## config.mk

```make
export PLATFORM = sky130hd
export DESIGN_NAME = plsc_front
export DESIGN_NICKNAME = d
export VERILOG_FILES = /design/src/assert_macros.svh /design/src/plsc_pkg.sv /design/src/plsc_front.sv
export SDC_FILE = /design/constraint.sdc
export NUM_CORES = 1
export LEC_CHECK = 0
export BUFFER_PORTS_ARGS = -buffer_cell sky130_fd_sc_hd__buf_2
export CAP_MARGIN = 5
export CORE_AREA = 2 2 168 137
export DETAILED_ROUTE_END_ITERATION = 10
export DIE_AREA = 0 0 170 139
export PLACE_DENSITY = 0.85
export SLEW_MARGIN = 20
export SYNTH_ARGS = -nofsm -noshare
export SYNTH_HDL_FRONTEND = slang
export SYNTH_SLANG_ARGS = --single-unit
```

## constraint.sdc

```tcl
create_clock -name aclk -period 7.3 [get_ports aclk]
set_input_delay 0 -clock aclk [delete_from_list [all_inputs] [get_ports aclk]]
set_output_delay 0 -clock aclk [all_outputs]
set_load 0.02 [all_outputs]
```

## src/assert_macros.svh

```systemverilog
// Assertion helpers
`ifndef ASSERT_MACROS_SVH
`define ASSERT_MACROS_SVH
`define ASSERT_CLK(lbl, clk, rstn, prop, msg) \
    lbl: assert property (@(posedge clk) disable iff (!rstn) (prop)) else $error(msg);
`define ASSERT_NEVER(lbl, clk, rstn, cond, msg) \
    lbl: assert property (@(posedge clk) disable iff (!rstn) !(cond)) else $error(msg);
`endif

```

## src/plsc_pkg.sv

```systemverilog
package plsc_pkg;
    localparam int NUM_POINTS_DEF = 3;
    localparam int FRAC_BITS_DEF  = 16;
    localparam int ADC_W   = 16;
    localparam int NORM_W  = 17;
    localparam int DGAIN_W = 26;
    localparam int VGAIN_W = 20;
    localparam int DEPTH_W = 27;
    localparam int VOL_W   = 32;
    localparam int CFG_IDX_W  = 3;
    localparam int CFG_DATA_W = 26;
    localparam int DIST_W = 17;
    localparam int QUO_W  = 34;

    typedef enum logic [1:0] {
        ST_VALID = 2'd0,
        ST_BELOW = 2'd1,
        ST_ABOVE = 2'd2,
        ST_RDERR = 2'd3
    } status_t;

    typedef enum logic [CFG_IDX_W-1:0] {
        R_ADC0 = 3'd0, R_ADC1 = 3'd1, R_ADC2 = 3'd2,
        R_NRM0 = 3'd3, R_NRM1 = 3'd4, R_NRM2 = 3'd5,
        R_DGAIN = 3'd6, R_VGAIN = 3'd7
    } reg_idx_t;

    // Classified word handed from front to back.
    typedef struct packed {
        status_t           status;
        logic              hit;
        logic              zero_span;
        logic              neg;
        logic [NORM_W-1:0] base;
        logic [NORM_W-1:0] mag;
        logic [DIST_W-1:0] delta;
        logic [DIST_W-1:0] span;
    } job_t;
endpackage

```

## src/plsc_front.sv

```systemverilog
module plsc_front #(
    parameter int NUM_POINTS = plsc_pkg::NUM_POINTS_DEF
) (
    input  logic                         aclk,
    input  logic                         aresetn,
    input  logic                         in_valid,
    output logic                         in_ready,
    input  logic [plsc_pkg::ADC_W-1:0]   sample,
    input  logic [plsc_pkg::ADC_W-1:0]   adc_pt [3],
    input  logic [plsc_pkg::NORM_W-1:0]  norm_pt [3],
    output logic                         job_valid,
    input  logic                         job_ready,
    output plsc_pkg::job_t               job
);
    localparam int LAST = NUM_POINTS - 1;
    localparam int QD = 2;

    plsc_pkg::job_t q_reg [QD];
    plsc_pkg::job_t q_next_word;
    logic [1:0] cnt_reg, cnt_next;
    logic       wp_reg, wp_next, rp_reg, rp_next;
    logic signed [17:0] s, lo0, hi0, hi1, lastp;
    logic in0, in1, push, pop;

    always_comb begin
        s   = {{2{sample[plsc_pkg::ADC_W-1]}}, sample};
        lo0 = {2'b00, adc_pt[0]};
        hi0 = {2'b00, adc_pt[1]};
        hi1 = {2'b00, adc_pt[2]};
        lastp = (LAST == 1) ? hi0 : hi1;
        in0 = (s >= lo0) && (s <= hi0);
        in1 = (LAST > 1) && (s >= hi0) && (s <= hi1);
        q_next_word = '0;
        if (sample == {1'b1, {(plsc_pkg::ADC_W-1){1'b0}}}) begin
            q_next_word.status = plsc_pkg::ST_RDERR;
        end else if (s < lo0) begin
            q_next_word.status = plsc_pkg::ST_BELOW;
        end else if (s > lastp) begin
            q_next_word.status = plsc_pkg::ST_ABOVE;
        end else begin
            q_next_word.status = plsc_pkg::ST_VALID;
            if (in0 || in1) begin
                q_next_word.hit = 1'b1;
                if (in0) begin
                    q_next_word.base = norm_pt[0];
                    q_next_word.neg  = norm_pt[1] < norm_pt[0];
                    q_next_word.mag  = q_next_word.neg ? norm_pt[0] - norm_pt[1]
                                                       : norm_pt[1] - norm_pt[0];
                    q_next_word.delta = 17'(s - lo0);
                    q_next_word.span  = 17'(hi0 - lo0);
                end else begin
                    q_next_word.base = norm_pt[1];
                    q_next_word.neg  = norm_pt[2] < norm_pt[1];
                    q_next_word.mag  = q_next_word.neg ? norm_pt[1] - norm_pt[2]
                                                       : norm_pt[2] - norm_pt[1];
                    q_next_word.delta = 17'(s - hi0);
                    q_next_word.span  = 17'(hi1 - hi0);
                end
                q_next_word.zero_span = (q_next_word.span == '0);
            end
        end
    end

    assign in_ready  = (cnt_reg != 2'd2);
    assign job_valid = (cnt_reg != 2'd0);
    assign job       = q_reg[rp_reg];
    assign push = in_valid && in_ready;
    assign pop  = job_valid && job_ready;

    always_comb begin
        cnt_next = cnt_reg + 2'(push) - 2'(pop);
        wp_next  = wp_reg ^ push;
        rp_next  = rp_reg ^ pop;
    end

    always_ff @(posedge aclk) begin
        if (!aresetn) begin
            cnt_reg <= '0;
            wp_reg  <= 1'b0;
            rp_reg  <= 1'b0;
        end else begin
            cnt_reg <= cnt_next;
            wp_reg  <= wp_next;
            rp_reg  <= rp_next;
        end
        if (push) q_reg[wp_reg] <= q_next_word;
    end
endmodule

```

* Word level (Yosys, flattened, before mapping)
Memory sizes are Yosys's and may differ from the RTL's. A register that Yosys moved wholly into a read port is not among the register bits.
Cells that the tools add are included.
** Storage, ports and cells
- Register bits :: 4
- Memory bits (writable) :: 146
- Output and inout port bits :: 75
- Word-level logic and storage cells :: 50
- Memories kept :: 1
** Cells by class
- Add/subtract/negate cells :: 10
- Magnitude comparators :: 8
- Equal/unequal tests :: 2
- Multiplexer cells :: 17
- Bitwise operators :: 2
- Reductions and logical operators :: 7
** Memory list
- q_reg :: words 2, width 73, rd ports 1, clocked after Yosys merged registers in 1, write ports 1, line plsc_front.sv:18 : plsc_pkg::job_t q_reg [QD];
** Operator list (number)
- 69-bit 2-to-1 mux :: 5
- 71-bit 2-to-1 mux :: 4
- 17-bit subtractor :: 4
- 16-bit by 17-bit greater-or-equal comparator with 1-bit output :: 2
- 16-bit by 17-bit less-or-equal comparator with 1-bit output :: 2
- 17-bit less-than comparator :: 2
- 17-bit 2-to-1 mux :: 2
- 16-bit by 16-bit subtractor with 17-bit output :: 2
- 16-bit by 17-bit subtractor with 17-bit output :: 2
- 16-bit by 17-bit greater-than comparator with 1-bit output :: 1
- 17-bit zero test :: 1
- 16-bit by 17-bit less-than comparator with 1-bit output :: 1
- 16-bit equality test, second input constant :: 1
- 2-bit 2-to-1 mux :: 3
- 1-bit logical AND :: 4
- 1-bit 2-to-1 mux :: 3
- 2-bit by 1-bit adder with 2-bit output :: 1
- 2-bit inequality test, second input constant :: 1
- 2-bit nonzero test :: 1
- 2-bit by 1-bit subtractor with 2-bit output :: 1
- 1-bit bitwise XOR :: 2
- 1-bit logical OR :: 1

* Depth between registers and ports, before layout
- Depth in word-level cells :: 12
- Gate-level depth with buffers :: 15
- Mapped depth without buffers :: 13

* Worst setup path after synthesis
OpenSTA, ideal clock, no wires.
- Kind :: reg2reg
- Start :: register cnt_reg[0]
- End :: memory q_reg[1][0] (netlist bit) (enable)
- Setup time :: 439 ps
- Arrival time :: 2495 ps
- Data required time :: 6861 ps
- Path slack :: 4365 ps
- Cell stages (with the launch flop) :: 5
- Clock period less this slack :: 2935 ps
- Cell sequence :: dfxtp_1 -> nand2b_1 -> nand2_1 -> inv_1 -> ha_1
** On the way
- Cells in the longest elaborated chain, start to end :: 4
** RTL lines
- start: declaration :: line plsc_front.sv:20 : logic [1:0] cnt_reg, cnt_next;
- start signal: assignment :: line plsc_front.sv:82 : cnt_reg <= cnt_next;
- 2-bit inequality test :: line plsc_front.sv:64 : assign in_ready = (cnt_reg != 2'd2);
- net in_ready :: line plsc_front.sv:7 : output logic in_ready,
- 1-bit logical AND :: line plsc_front.sv:67 : assign push = in_valid && in_ready;
- 1-bit 2-to-1 mux :: line plsc_front.sv:86 : if (push) q_reg[wp_reg] <= q_next_word;
- 1-bit 2-to-1 mux (implied by the code) :: line plsc_front.sv:86
- end: declaration :: line plsc_front.sv:18
The timed path passes the listed nets, and every way through them passes these cells.

==> results.py <==
metrics = {
    "cts": {
        "ctsResizeCount": 0,
        "numCtsBuffers": 17,
        "clockBufferDepth": 2,
        "cts_root_buf": "clkbuf_16",
        "cts_sinks": 151,
        "postCtsHoldBufs": 10,
        "clkSlewWorstSetupHoldPaths_ns": 0.07,
        "post_cts_buffers": 0,
        "htree_levels": 4,
        "cts_tree": "built",
        "clk_latency_ns": 0.44,
    },
    "floorplan": {
        "dieArea_mm2": 0.0236,
        "die_h_um": 139,
        "fp.dieW_um": 170,
        "placementRows": 49,
        "core_mm2": 0.0221,
        "io_pins": 194,
        "start_util_pct": 60.8,
    },
    "status": {
        "run_status": "complete, no violations",
    },
    "yosys": {
        "yosysMostFrequentCell": "ha_1",
        "synth_top_cells_by_area": "edfxtp_1, ha_1, mux2_2",
        "synth_top_family_by_area": "compound AO/OA/AOI/OAI gates",
        "ys_seq_area_share_pct": 33.4,
        "synth.area.mux_share_pct": 7.96,
        "synth_area_mm2": 0.0134,
        "synth-seq-cells": 151,
        "synth-simple-area-share_pct": 13.9,
        "synth_compound_area_share_pct": 19.5,
        "synthTopCellsByCount": "ha_1, edfxtp_1, inv_1",
        "avgSynthCellArea_um2": 9.36,
        "yosys.area_share.adder_pct": 15.5,
        "synth.net_count": 1714,
        "ys_warn_count": 0,
        "ys_async_sr_fraction_pct": 0,
        "synth_top_area_cell": "edfxtp_1",
        "synthXorXnorAreaFrac_pct": 4.50,
        "yosysUniqueCellTypes": 76,
        "syn_inst": 1434,
        "ys.flop_type": "edfxtp_1",
        "yosysTopAreaCellShare_pct": 32.7,
        "synth_edf_count": 146,
    },
    "timing": {
        "setup_violations": 0,
        "finalSetupTns_ns": 0,
        "hold_viol": 0,
        "fin_ws_ns": 3.58,
        "finalCritPeriodShare_pct": 51.0,
        "relSlewSlack_pct": 28.8,
        "fin_crit_ns": 3.72,
        "skew_ns": 0.00759,
        "whs_ns": 0.0159,
        "tightest_slew_ns": 1.07,
        "grt_setup_unrepaired": "false",
        "drv_slew": 0,
        "max_freq_mhz": 268,
    },
    "power_and_ir_drop": {
        "vdd_drop_max_uv": 168,
        "combPwrFrac_pct": 40.2,
        "p_sw_share_pct": 39.1,
        "p_int_mw": 2.23,
        "power_density_mw_per_mm2": 237,
        "p_sw_mw": 1.43,
        "power_leakage_nw": 6.98,
        "clkPwrFrac_pct": 26.9,
        "p_seq_share_pct": 32.8,
    },
    "global_route": {
        "use_met2_pct": 50.7,
        "gr-usage-met3_pct": 8.39,
        "top_usage_layer": "met1",
        "grt_pass1_wl_um": 63000,
        "track_usage_pct": 34.6,
        "grt_max_degree": 74,
        "gr-total-overflow": 0,
        "met1_usage_pct": 52.1,
        "antenna_found_initial": 0,
        "grt_pass1_vias": 11400,
    },
    "layout": {
        "largest_register_ffs": 146,
        "final_cell_area_mm2": 0.0154,
        "drive_gt1_share_pct": 20.5,
        "areaGrowthSynthToFinish_pct": 14.9,
        "fin_nets": 1894,
        "n_antenna_cell": 0,
        "n_fill_cell": 1699,
    },
    "critical_path": {
        "path_common_cell": "a21oi_1",
        "cp.required_ns": 7.48,
        "crit_chain": "buf_2 -> inv_1 -> ha_1 -> nor2b_1 -> o31ai_1 -> a21oi_1 -> o31a_1 -> o21ai_1 -> nand2_2 -> buf_4 -> nand2_1 -> a21oi_1 -> dlygate4sd3_1",
        "max_stage_delay_ns": 0.62,
        "crit_path_end_kind": "flip-flop",
        "crit_fanout": 35,
        "cp-start-kind": "input port",
        "critical_path_class": "input port to flip-flop",
        "cp_slowest_cell": "dlygate4sd3_1",
        "worstPathArrival_ns": 3.91,
    },
    "placed_design": {
        "place_ws_ns": 3.35,
        "io_buffers": 193,
        "dp_hpwl_um": 30600,
        "placed_area_mm2": 0.0146,
        "gp_congestion": 0.966,
    },
    "route": {
        "routedWlPerCell_um": 21.6,
        "ant_nets": 0,
        "via_count": 12100,
        "viasPerCell": 6.35,
        "drt_iter0_drc": 1464,
        "wirelength_um": 41100,
        "drc": 0,
        "dr.pass1.iters": 5,
    },
    "hold_path": {
        "hp-class": "input port to flip-flop",
    },
    "job": {
        "maxCapViolations": 0,
    },
}
## path summary, 6_finish.rpt
path | start | to | slack, ns | cells past startpoint
setup / recovery | adc_pt[17] | q_reg[1][67] | 3.58 | 13
setup reg to reg | cnt_reg[0] | q_reg[0][33] | 5.35 | 5
hold / removal | norm_pt[31] | q_reg[0][65] | 0.02 | 3
hold reg to reg | rp_reg | rp_reg | 0.56 | 2
## cell usage in the layout, fill, tap and decap left out, types with 5 or more instances in the layout
cell,instances
nand4_1,11
a211oi_1,24
dlygate4sd3_1,10
mux2_2,77
buf_4,6
nor2_1,78
nor2b_1,18
nor3_1,37
nor4_1,11
xor2_1,26
buf_2,193
a21o_1,52
clkbuf_16,17
a221o_1,5
o21ai_0,53
and2_1,9
and3_1,18
fa_1,8
a31oi_1,12
o21bai_1,8
inv_8,5
o211ai_1,17
o22ai_1,5
nand2_1,114
ha_1,151
or3_1,13
and4_1,5
edfxtp_1,146
a21oi_1,131
mux2i_1,19
nand3b_1,6
o311ai_0,5
xnor2_1,43
o21a_1,25
nand2b_1,13
or2_2,6
nand3_1,23
inv_1,133
## routing by layer
| layer | up-vias | wire, um |
|---|---|---|
| li1 | 5641 | - |
| met1 | 5798 | 18700 |
| met2 | 617 | 17500 |
| met3 | 47 | 4300 |
| met4 | 0 | 600 |
| met5 | - | 0 |
## metrics by stage
stage	util, %	cells	total power, mW
CTS	69.7	1905	3.62
floorplan	-	1434	2.19
finish	69.9	1907	3.65
global route	69.9	1907	3.81
detailed placement	66.3	1863	2.64
global placement	66.3	1863	2.61
## critical path: cells and delay by family
family / cells / cell delay (ns)
compound gates: 5 / 1.51
simple gates: 3 / 0.74
buf+inv: 4 / 1.34
fa+ha+maj: 1 / 0.29
## cell type report
type / count / area, um^2 / share of cell area, %
Clock buffer: 17 / 425 / 2.76
Clock inverter: 15 / 224 / 1.45
Inverter: 133 / 499 / 3.24
Multi-Input combinational cell: 1100 / 8280 / 53.7
Sequential cell: 151 / 4490 / 29.1
Tap cell: 280 / 350 / 2.27
Timing Repair Buffer: 211 / 1160 / 7.51
## cell families (layout without fill, tap and decap cells)
family          Yosys count  after routing
mux                      97             97
buf+inv                 183            376
compound gates          394            394
simple gates            379            379
flops                   151            151
xor+xnor                 69             69
fa+ha+maj               161            161
## power groups by stage
stage | clock network [mW] | registers [mW] | logic [mW]
6_report | 0.984 | 1.20 | 1.47
5_1_grt | 1.02 | 1.21 | 1.58
4_1_cts | 0.981 | 1.20 | 1.43
3_5_place_dp | 0 | 1.22 | 1.41
3_3_place_gp | 0 | 1.21 | 1.40
2_1_floorplan | 0 | 1.16 | 1.03
Note: power is estimated with default switching activity, not from simulation.
